[src/rtl/csrd_pkg.sv]
// Shared types and constants for the call site redirector.
`timescale 1ns / 1ps

package csrd_pkg;

    // Input item opcodes.
    localparam logic OP_SCAN = 1'b0;
    localparam logic OP_LOAD = 1'b1;

    // Opcode bytes that are recognized or written.
    localparam logic [7:0] BYTE_FF = 8'hFF;
    localparam logic [7:0] BYTE_15 = 8'h15;
    localparam logic [7:0] BYTE_E8 = 8'hE8;
    localparam logic [7:0] BYTE_90 = 8'h90;

    // Window length and length of an E8 rel32 call.
    localparam int WIN_LEN = 6;
    localparam logic [31:0] CALL_LEN = 32'd5;
    localparam logic [2:0] WIN_FULL = 3'd6;

    // Patch kinds reported on the first byte of a call.
    localparam logic [1:0] PATCH_NONE     = 2'd0;
    localparam logic [1:0] PATCH_INDIRECT = 2'd1;
    localparam logic [1:0] PATCH_DIRECT   = 2'd2;

    // Configuration register indexes.
    localparam logic [1:0] REG_PREF_BASE    = 2'd0;
    localparam logic [1:0] REG_IMPORT_START = 2'd1;
    localparam logic [1:0] REG_IMPORT_SIZE  = 2'd2;
    localparam logic [1:0] REG_ACTIVE_STUBS = 2'd3;

    localparam logic [31:0] PREF_BASE_RESET = 32'h0040_0000;

    // Request queue between the front and the back.
    localparam int QDEPTH = 2;
    localparam int QPW    = 1;

    typedef struct packed {
        logic [31:0] pref_base;
        logic [31:0] import_dir_start;
        logic [31:0] import_dir_size;
        logic [4:0]  active_stubs;
    } cfg_t;

    typedef struct packed {
        logic        is_load;
        logic [7:0]  code_byte;
        logic [31:0] byte_address;
        logic        section_end;
        logic [3:0]  slot_index;
        logic [31:0] slot_table_addr;
        logic [31:0] slot_orig_target;
        logic [31:0] slot_stub_addr;
    } req_t;

    typedef struct packed {
        logic [31:0] slot_addr;
        logic [31:0] orig_target;
        logic [31:0] dest_addr;
    } stub_t;

endpackage

[src/rtl/call_site_redirector_unit.sv]
// Call site redirector: rewrites x86 call sites in a streamed code section to aim at stubs.
// Flow: each scan byte moves from the queue into the window; with a full window the oldest
// byte is checked as a call candidate against at most the active stub count of slots, capped
// at STUB_DEPTH, and then emitted; at a section end the remaining bytes are flushed without a
// search. A load only writes its stub entry; the queue is popped only while the back end is idle.
// Reset: rst_n empties window and queue, drops any output, resets configuration; stubs undefined.
`timescale 1ns / 1ps

module call_site_redirector_unit #(
    parameter int STUB_DEPTH = 16
) (
    input  logic        clk,
    input  logic        rst_n,
    input  logic        cfg_write,
    input  logic [1:0]  cfg_index,
    input  logic [31:0] cfg_data,
    input  logic        in_valid,
    output logic        in_stall,
    input  logic        opcode,
    input  logic [7:0]  code_byte,
    input  logic [31:0] byte_address,
    input  logic        section_end,
    input  logic [3:0]  slot_index,
    input  logic [31:0] slot_table_addr,
    input  logic [31:0] slot_orig_target,
    input  logic [31:0] slot_stub_addr,
    output logic        out_valid,
    input  logic        out_stall,
    output logic [7:0]  out_byte,
    output logic [31:0] out_address,
    output logic [1:0]  patch_kind,
    output logic        run_last
);
    import csrd_pkg::*;

    cfg_t cfg_reg;
    req_t q_head;
    logic q_valid;
    logic q_pop;

    always_ff @(posedge clk or negedge rst_n)
    begin
        if (!rst_n)
        begin
            cfg_reg.pref_base        <= PREF_BASE_RESET;
            cfg_reg.import_dir_start <= '0;
            cfg_reg.import_dir_size  <= '0;
            cfg_reg.active_stubs     <= '0;
        end
        else if (cfg_write)
        begin
            unique case (cfg_index)
                REG_PREF_BASE:    cfg_reg.pref_base        <= cfg_data;
                REG_IMPORT_START: cfg_reg.import_dir_start <= cfg_data;
                REG_IMPORT_SIZE:  cfg_reg.import_dir_size  <= cfg_data;
                REG_ACTIVE_STUBS: cfg_reg.active_stubs     <= cfg_data[4:0];
                default:          cfg_reg.active_stubs     <= cfg_reg.active_stubs;
            endcase
        end
    end

    csrd_front #(
        .STUB_DEPTH(STUB_DEPTH)
    ) u_front (
        .clk              (clk),
        .rst_n            (rst_n),
        .in_valid         (in_valid),
        .in_stall         (in_stall),
        .opcode           (opcode),
        .code_byte        (code_byte),
        .byte_address     (byte_address),
        .section_end      (section_end),
        .slot_index       (slot_index),
        .slot_table_addr  (slot_table_addr),
        .slot_orig_target (slot_orig_target),
        .slot_stub_addr   (slot_stub_addr),
        .q_head           (q_head),
        .q_valid          (q_valid),
        .q_pop            (q_pop)
    );

    csrd_back #(
        .STUB_DEPTH(STUB_DEPTH)
    ) u_back (
        .clk         (clk),
        .rst_n       (rst_n),
        .cfg         (cfg_reg),
        .q_head      (q_head),
        .q_valid     (q_valid),
        .q_pop       (q_pop),
        .out_valid   (out_valid),
        .out_stall   (out_stall),
        .out_byte    (out_byte),
        .out_address (out_address),
        .patch_kind  (patch_kind),
        .run_last    (run_last)
    );

endmodule

[src/rtl/csrd_front.sv]
// Front end: accepts requests, drops loads to slots beyond the table, queues the rest.
`timescale 1ns / 1ps

module csrd_front #(
    parameter int STUB_DEPTH = 16
) (
    input  logic                  clk,
    input  logic                  rst_n,
    input  logic                  in_valid,
    output logic                  in_stall,
    input  logic                  opcode,
    input  logic [7:0]            code_byte,
    input  logic [31:0]           byte_address,
    input  logic                  section_end,
    input  logic [3:0]            slot_index,
    input  logic [31:0]           slot_table_addr,
    input  logic [31:0]           slot_orig_target,
    input  logic [31:0]           slot_stub_addr,
    output csrd_pkg::req_t        q_head,
    output logic                  q_valid,
    input  logic                  q_pop
);
    import csrd_pkg::*;

    req_t             q_reg [QDEPTH];
    logic [QPW-1:0]   wr_ptr_reg;
    logic [QPW-1:0]   wr_ptr_next;
    logic [QPW-1:0]   rd_ptr_reg;
    logic [QPW-1:0]   rd_ptr_next;
    logic [QPW:0]     cnt_reg;
    logic [QPW:0]     cnt_next;
    logic             accept;
    logic             push;
    logic             pop;
    logic             slot_ok;
    req_t             req;

    assign in_stall = (cnt_reg == (QPW + 1)'(QDEPTH));
    assign accept   = in_valid && !in_stall;
    assign slot_ok  = (32'(slot_index) < 32'(STUB_DEPTH));
    // A load to a slot the table does not have has no effect, so it never enters the queue.
    assign push     = accept && ((opcode == OP_SCAN) || slot_ok);
    assign q_valid  = (cnt_reg != '0);
    assign pop      = q_pop && q_valid;
    assign q_head   = q_reg[rd_ptr_reg];

    always_comb
    begin
        req.is_load          = (opcode == OP_LOAD);
        req.code_byte        = code_byte;
        req.byte_address     = byte_address;
        req.section_end      = section_end;
        req.slot_index       = slot_index;
        req.slot_table_addr  = slot_table_addr;
        req.slot_orig_target = slot_orig_target;
        req.slot_stub_addr   = slot_stub_addr;
    end

    always_comb
    begin
        wr_ptr_next = push ? wr_ptr_reg + 1'b1 : wr_ptr_reg;
        rd_ptr_next = pop ? rd_ptr_reg + 1'b1 : rd_ptr_reg;
        cnt_next    = cnt_reg;
        if (push && !pop)
        begin
            cnt_next = cnt_reg + 1'b1;
        end
        else if (pop && !push)
        begin
            cnt_next = cnt_reg - 1'b1;
        end
    end

    always_ff @(posedge clk or negedge rst_n)
    begin
        if (!rst_n)
        begin
            wr_ptr_reg <= '0;
            rd_ptr_reg <= '0;
            cnt_reg    <= '0;
        end
        else
        begin
            wr_ptr_reg <= wr_ptr_next;
            rd_ptr_reg <= rd_ptr_next;
            cnt_reg    <= cnt_next;
        end
    end

    always_ff @(posedge clk)
    begin
        if (push)
        begin
            q_reg[wr_ptr_reg] <= req;
        end
    end

endmodule

[src/rtl/csrd_back.sv]
// Back end: byte window, stub table search, call rewriting and the output register.
`timescale 1ns / 1ps

module csrd_back #(
    parameter int STUB_DEPTH = 16
) (
    input  logic             clk,
    input  logic             rst_n,
    input  csrd_pkg::cfg_t   cfg,
    input  csrd_pkg::req_t   q_head,
    input  logic             q_valid,
    output logic             q_pop,
    output logic             out_valid,
    input  logic             out_stall,
    output logic [7:0]       out_byte,
    output logic [31:0]      out_address,
    output logic [1:0]       patch_kind,
    output logic             run_last
);
    import csrd_pkg::*;

    localparam int SW = (STUB_DEPTH > 1) ? $clog2(STUB_DEPTH) : 1;
    localparam int CW = $clog2(STUB_DEPTH + 1);

    localparam logic [2:0] S_IDLE   = 3'd0;
    localparam logic [2:0] S_EVAL   = 3'd1;
    localparam logic [2:0] S_CAND   = 3'd2;
    localparam logic [2:0] S_SEARCH = 3'd3;
    localparam logic [2:0] S_EMIT   = 3'd4;

    logic [2:0]    state_reg;
    logic [2:0]    state_next;
    logic [2:0]    fill_reg;
    logic [2:0]    fill_next;
    logic [31:0]   oldest_reg;
    logic [31:0]   oldest_next;
    logic          end_reg;
    logic          end_next;
    logic [1:0]    mode_reg;
    logic [1:0]    mode_next;
    logic [1:0]    kind_reg;
    logic [1:0]    kind_next;
    logic [31:0]   key_reg;
    logic [31:0]   key_next;
    logic [31:0]   base5_reg;
    logic [31:0]   base5_next;
    logic [CW-1:0] srch_reg;
    logic [CW-1:0] srch_next;
    logic [7:0]    win_reg [WIN_LEN];
    logic [7:0]    win_next [WIN_LEN];

    logic          out_valid_reg;
    logic          out_valid_next;
    logic [7:0]    out_byte_reg;
    logic [7:0]    out_byte_next;
    logic [31:0]   out_addr_reg;
    logic [31:0]   out_addr_next;
    logic [1:0]    out_kind_reg;
    logic [1:0]    out_kind_next;
    logic          out_last_reg;
    logic          out_last_next;

    stub_t         stub_mem [STUB_DEPTH];
    stub_t         mem_q;
    logic          mem_we;
    logic [SW-1:0] mem_wa;
    stub_t         mem_wd;
    logic [SW-1:0] mem_ra;

    logic [CW-1:0] lim;
    logic [CW-1:0] srch_inc;
    logic [31:0]   le32_at1;
    logic [31:0]   le32_at2;
    logic [31:0]   cmp_val;
    logic [31:0]   rel;
    logic [32:0]   range_top;
    logic          in_range;
    logic          out_free;
    logic          more;

    assign out_valid   = out_valid_reg;
    assign out_byte    = out_byte_reg;
    assign out_address = out_addr_reg;
    assign patch_kind  = out_kind_reg;
    assign run_last    = out_last_reg;

    assign le32_at1  = {win_reg[4], win_reg[3], win_reg[2], win_reg[1]};
    assign le32_at2  = {win_reg[5], win_reg[4], win_reg[3], win_reg[2]};
    assign range_top = {1'b0, cfg.import_dir_start} + {1'b0, cfg.import_dir_size};
    // The range is clipped at the top of the address space, never wrapped.
    assign in_range  = (key_reg >= cfg.import_dir_start) && ({1'b0, key_reg} < range_top);
    assign cmp_val   = (mode_reg == PATCH_INDIRECT) ? mem_q.slot_addr : mem_q.orig_target;
    assign rel       = mem_q.dest_addr - base5_reg;
    assign srch_inc  = srch_reg + 1'b1;
    assign out_free  = !out_valid_reg || !out_stall;
    assign more      = end_reg && (fill_reg != 3'd1);

    always_comb
    begin
        if (32'(cfg.active_stubs) > 32'(STUB_DEPTH))
        begin
            lim = CW'(STUB_DEPTH);
        end
        else
        begin
            lim = CW'(cfg.active_stubs);
        end
    end

    always_comb
    begin
        state_next     = state_reg;
        fill_next      = fill_reg;
        oldest_next    = oldest_reg;
        end_next       = end_reg;
        mode_next      = mode_reg;
        kind_next      = kind_reg;
        key_next       = key_reg;
        base5_next     = base5_reg;
        srch_next      = srch_reg;
        win_next       = win_reg;
        out_valid_next = out_valid_reg && out_stall;
        out_byte_next  = out_byte_reg;
        out_addr_next  = out_addr_reg;
        out_kind_next  = out_kind_reg;
        out_last_next  = out_last_reg;
        q_pop          = 1'b0;
        mem_we         = 1'b0;
        mem_wa         = SW'(q_head.slot_index);
        mem_wd         = '{q_head.slot_table_addr, q_head.slot_orig_target,
                           q_head.slot_stub_addr};
        mem_ra         = srch_inc[SW-1:0];

        unique case (state_reg)
            S_IDLE:
            begin
                if (q_valid)
                begin
                    q_pop = 1'b1;
                    if (q_head.is_load)
                    begin
                        mem_we = 1'b1;
                    end
                    else
                    begin
                        if (fill_reg == 3'd0)
                        begin
                            oldest_next = q_head.byte_address;
                        end
                        win_next[fill_reg] = q_head.code_byte;
                        fill_next          = fill_reg + 1'b1;
                        end_next           = q_head.section_end;
                        state_next         = S_EVAL;
                    end
                end
            end
            S_EVAL:
            begin
                kind_next = PATCH_NONE;
                if (fill_reg == WIN_FULL)
                begin
                    base5_next = oldest_reg + CALL_LEN;
                    if (win_reg[0] == BYTE_FF && win_reg[1] == BYTE_15)
                    begin
                        mode_next = PATCH_INDIRECT;
                        key_next  = le32_at2 - cfg.pref_base;
                    end
                    else if (win_reg[0] == BYTE_E8)
                    begin
                        mode_next = PATCH_DIRECT;
                        key_next  = oldest_reg + CALL_LEN + le32_at1;
                    end
                    else
                    begin
                        mode_next = PATCH_NONE;
                    end
                    state_next = S_CAND;
                end
                else if (end_reg)
                begin
                    state_next = S_EMIT;
                end
                else
                begin
                    state_next = S_IDLE;
                end
            end
            S_CAND:
            begin
                if ((mode_reg == PATCH_INDIRECT || (mode_reg == PATCH_DIRECT && in_range))
                    && lim != '0)
                begin
                    mem_ra     = '0;
                    srch_next  = '0;
                    state_next = S_SEARCH;
                end
                else
                begin
                    state_next = S_EMIT;
                end
            end
            S_SEARCH:
            begin
                // One table entry per cycle; the first hit from slot zero up wins.
                if (cmp_val == key_reg)
                begin
                    if (mode_reg == PATCH_INDIRECT)
                    begin
                        win_next[0] = BYTE_E8;
                        win_next[5] = BYTE_90;
                    end
                    win_next[1] = rel[7:0];
                    win_next[2] = rel[15:8];
                    win_next[3] = rel[23:16];
                    win_next[4] = rel[31:24];
                    kind_next   = mode_reg;
                    state_next  = S_EMIT;
                end
                else if (srch_inc >= lim)
                begin
                    state_next = S_EMIT;
                end
                else
                begin
                    srch_next = srch_inc;
                end
            end
            S_EMIT:
            begin
                if (out_free)
                begin
                    out_valid_next = 1'b1;
                    out_byte_next  = win_reg[0];
                    out_addr_next  = oldest_reg;
                    out_kind_next  = kind_reg;
                    out_last_next  = !more;
                    for (int i = 0; i < WIN_LEN - 1; i++)
                    begin
                        win_next[i] = win_reg[i + 1];
                    end
                    fill_next   = fill_reg - 1'b1;
                    oldest_next = oldest_reg + 32'd1;
                    kind_next   = PATCH_NONE;
                    state_next  = more ? S_EMIT : S_IDLE;
                end
            end
            default:
            begin
                state_next = S_IDLE;
            end
        endcase
    end

    always_ff @(posedge clk or negedge rst_n)
    begin
        if (!rst_n)
        begin
            state_reg     <= S_IDLE;
            fill_reg      <= '0;
            oldest_reg    <= '0;
            end_reg       <= 1'b0;
            mode_reg      <= PATCH_NONE;
            kind_reg      <= PATCH_NONE;
            srch_reg      <= '0;
            out_valid_reg <= 1'b0;
        end
        else
        begin
            state_reg     <= state_next;
            fill_reg      <= fill_next;
            oldest_reg    <= oldest_next;
            end_reg       <= end_next;
            mode_reg      <= mode_next;
            kind_reg      <= kind_next;
            srch_reg      <= srch_next;
            out_valid_reg <= out_valid_next;
        end
    end

    always_ff @(posedge clk)
    begin
        key_reg      <= key_next;
        base5_reg    <= base5_next;
        win_reg      <= win_next;
        out_byte_reg <= out_byte_next;
        out_addr_reg <= out_addr_next;
        out_kind_reg <= out_kind_next;
        out_last_reg <= out_last_next;
    end

    always_ff @(posedge clk)
    begin
        if (mem_we)
        begin
            stub_mem[mem_wa] <= mem_wd;
        end
        mem_q <= stub_mem[mem_ra];
    end

endmodule

[config.mk]
export PLATFORM = sky130hd
export DESIGN_NAME = call_site_redirector_unit
export DESIGN_NICKNAME = d
export VERILOG_FILES = /design/src/rtl/csrd_pkg.sv /design/src/rtl/call_site_redirector_unit.sv /design/src/rtl/csrd_front.sv /design/src/rtl/csrd_back.sv
export SDC_FILE = /design/constraint.sdc
export NUM_CORES = 2
export LEC_CHECK = 0
export BUFFER_PORTS_ARGS = -buffer_cell sky130_fd_sc_hd__clkbuf_2
export CORE_ASPECT_RATIO = 0.7
export CORE_UTILIZATION = 42
export DETAILED_ROUTE_END_ITERATION = 8
export GPL_TIMING_DRIVEN = 0
export PLACE_DENSITY = 0.63
export SETUP_SLACK_MARGIN = 0.3
export SYNTH_ARGS = -nofsm -noshare
export SYNTH_HDL_FRONTEND = slang
export SYNTH_HIERARCHICAL = 1
export SYNTH_SLANG_ARGS = --single-unit
export TNS_END_PERCENT = 30
[constraint.sdc]
create_clock -name clk -period 11.4 [get_ports clk]
set_clock_uncertainty 0.2 [all_clocks]
set_input_delay 3.42 -clock clk [delete_from_list [all_inputs] [get_ports clk]]
set_output_delay 3.42 -clock clk [all_outputs]
set_load 0.01 [all_outputs]
==> impl_metrics.ini <==
[status]
result_of_the_run = finished with violations
violations = capacitance limit

[cts]
clock_tree.htree_level_count = 4
root_buffer = sky130_fd_sc_hd__clkbuf_16
cts_tree = done
clkSlewWorstSetupHoldPaths_ns = 0.07
clock_insertion_delay_worst_skew_ns = 0.86
cts.sinks = 2225
cts_repair_resize_count = 0
cts_max_path_buffers = 4
post_cts.repair.setup_buffers = 0
total_clock_buffers_created_by_cts = 207
cts_hold_buffers = 0

[cells_and_area]
area_taken_by_multi_input_logic_gates_um2 = 26010
drive_above_1_share_pct = 22.25
fill_cells = 18480
post_layout_nonfiller_instances = 9330
area_delta_synth_final_pct = 14.33
seqCellArea_um2 = 65080
finalNetCount = 6629
largest_register_ff_count = 1536
final_core_utilization_pct = 48.29

[critical_path]
critical_path_arrival_ns = 8.68
r2r_setup_slack_ns = 3.17
critPathLaunchType = flop
cp_data_required_time_ns = 11.84
timing.rr.start = cfg_reg[37]
timing.critical_path.fanout_max = 10
critical_path.reg2reg.endpoint = u_back/mem_q[32]
worst_setup_path_end_kind = flop
rr_worst_depth = 24
critPathKind = reg -> reg

[floorplanning]
io-pin-count = 226
start_util_pct = 42.24
placementRows = 144
die_w_um = 564.2
die_h_um = 395.5
core_um2 = 220000
die_area_um2 = 223200

[sta]
tightest_slew_ns = 1.488
rsz0062_at_grt = no
final_period_minus_worst_setup_slack_ns = 8.233
drv_slew = 0
fin_crit_sh_pct = 72.22
final_hold_viol_count = 0
setup-violations-final = 0
fmaxAchievable_mhz = 121.5
timing.slew.headroom_pct = 0.8293

[synth]
synthDistinctLibCells = 91
share_of_the_synthesized_area_in_the_top_cell_type_pct = 63.82
synth-edff-count = 1975
yosys_warnings = 6
synthesis.area_um2 = 92920
synth.largest_area_cell = sky130_fd_sc_hd__edfxtp_1
postSynthCellCount = 5700
asyncSetResetFlopFracSynth_pct = 6.921
yosys-top-cells-count = sky130_fd_sc_hd__edfxtp_1, sky130_fd_sc_hd__mux2_2, sky130_fd_sc_hd__nand2_1
syn-mean-instance-area_um2 = 16.30
synth_flop_cell = sky130_fd_sc_hd__edfxtp_1
synthTopCellsByArea = sky130_fd_sc_hd__edfxtp_1, sky130_fd_sc_hd__mux2_2, sky130_fd_sc_hd__dfrtp_1, sky130_fd_sc_hd__ha_1, sky130_fd_sc_hd__mux4_2
postSynthRegisterBits = 2225
synth_seq_area_share_pct = 70.04
postSynthNetCount = 6086
post-synth-top-count-cell = sky130_fd_sc_hd__edfxtp_1

[detailed_routing]
route.detailed.drc = 0
dr.pass1.iters = 9
detail_route.vias_per_cell = 5.978
routed-via-count = 55780
detailedRoute.firstIterationViolations = 7584
routed_wire_length_per_instance_um = 28.82
wirelength_um = 268900
detail-route-antenna-nets = 0

[place]
place.detailed.instances = 8953
hpwl_reported_at_the_end_of_detailed_placement_um = 190600
gpl.final_weighted_congestion = 0.9358
port_buffers = 225

[power_and_ir_drop]
ir_worst_vdd_uv = 257.0
cellPowerDensity_nw_per_um2 = 264.0
power_w = 0.02805
leakagePower_nw = 36.56

[grt]
grt_antenna_before_repair = 17
grt_first_pass_wirelength_um = 382400
gr-usage-all-layers_pct = 23.66
grt-ovfl-total = 0
grt_max_degree = 82
grt_pass1_vias = 53260

[run]
max_cap_violations = 1

[hold_path]
min_delay_path_depth = 0
hold_end = u_back/out_address[15]
hold_path.class = reg -> reg
hold_start = u_back/oldest_reg[15]
==> worst max-delay path by stage <==
stage | start | endpoint | slack (ns)
floorplan | in_valid | u_front/q_reg[0][0] | 1.15
global placement | u_back/state_reg[2] | u_back/stub_mem[12][72] | -5.79
detailed placement | cfg_reg[37] | u_back/mem_q[33] | 3.04
CTS | cfg_reg[37] | u_back/mem_q[33] | 2.98
global route | cfg_reg[37] | u_back/mem_q[32] | 2.91
finish | cfg_reg[37] | u_back/mem_q[32] | 3.17
==> critical path: stages (launching register included) <==
cell                        delay (ns)
sky130_fd_sc_hd__dfrtp_1          0.41
sky130_fd_sc_hd__ha_1             0.21
sky130_fd_sc_hd__fa_1             0.43
sky130_fd_sc_hd__a211oi_1         0.25
sky130_fd_sc_hd__o21ai_1          0.15
sky130_fd_sc_hd__nand4b_1         0.19
sky130_fd_sc_hd__a41oi_4          0.18
sky130_fd_sc_hd__o31ai_4          0.29
sky130_fd_sc_hd__a31oi_4          0.20
sky130_fd_sc_hd__a31oi_1          0.27
sky130_fd_sc_hd__o21ai_0          0.17
sky130_fd_sc_hd__o41ai_1          0.33
sky130_fd_sc_hd__xor2_1           0.23
sky130_fd_sc_hd__ha_1             0.28
sky130_fd_sc_hd__a211o_1          0.28
sky130_fd_sc_hd__nor3_1           0.26
sky130_fd_sc_hd__nand2_1          0.08
sky130_fd_sc_hd__o2111ai_1        0.49
sky130_fd_sc_hd__a32o_1           0.41
sky130_fd_sc_hd__buf_2            0.59
sky130_fd_sc_hd__or3_1            0.19
sky130_fd_sc_hd__buf_2            0.40
sky130_fd_sc_hd__nor2_4           0.17
sky130_fd_sc_hd__buf_1            0.35
sky130_fd_sc_hd__a221oi_1         1.00
==> where the power goes <==
group / switching, W / internal [W] / total (W)
clock network: 0.00300 / 0.00381 / 0.00681
registers: 0.000653 / 0.0108 / 0.0115
logic: 0.00629 / 0.00347 / 0.00976
total: 0.00995 / 0.0181 / 0.0281
==> layer usage <==
| layer | global-route usage [%] | vias to the layer above | wire length (µm) | part of all wire, % |
|---|---|---|---|---|
| li1 | - | 23990 | - | - |
| met1 | 37.09 | 28430 | 122700 | 46 |
| met2 | 32.10 | 2970 | 108500 | 40 |
| met3 | 6.159 | 390 | 30270 | 11 |
| met4 | 6.125 | 4 | 7315 | 2.7 |
| met5 | 0 | - | 21 | 0.0078 |
==> area by class of cell <==
| type | count | area share (%) |
|---|---|---|
| flip-flops and latches | 2225 | 61.26 |
| multi-input cells | 3020 | 24.49 |
| clock buffers | 290 | 5.478 |
| well taps | 2920 | 3.439 |
| repair buffers | 334 | 2.747 |
| plain buffers | 310 | 1.361 |
| clock inverters | 80 | 0.6996 |
| inverters | 145 | 0.5123 |
| diodes | 6 | 0.01413 |
==> cells in the final DEF, fill, tap and decap left out, drive strengths merged, types with 98 or more instances in the layout <==
master	instances
edfxtp	1975
clkbuf	749
mux2	539
nand2	267
ha	201
a21oi	199
a221o	195
buf	185
o21ai	163
dfrtp	153
inv	151
nor3	144
nor2	134
a22oi	119
xnor2	118
o22ai	111
a222oi	101
a221oi	98
==> metrics by stage <==
step / hold slack (ns) / worst slack, ns / TNS (ns) / instance area, µm²
after floorplan: 0.2231 / 1.149 / 0 / 92920
after global placement: 0.2316 / -5.791 / -2645.71 / 97700
after detailed placement: 0.2338 / 3.035 / 0 / 99640
after CTS: 0.2486 / 2.977 / 0 / 106200
after global routing: 0.2532 / 2.914 / 0 / 106200
final: 0.2504 / 3.167 / 0 / 106200
==> logic make-up after synthesis <==
| group | share of synthesized area, % |
|---|---|
| AOI/OAI and AO/OA | 9.615 |
| xor gates and xnor gates | 1.687 |
| and+or+nand+nor | 4.061 |
| adders and majority gates | 2.793 |
| buffers and inverters | 2.136 |
| DFF | 70.04 |
| muxes | 9.669 |
Note: power is estimated with default switching activity, not from simulation.
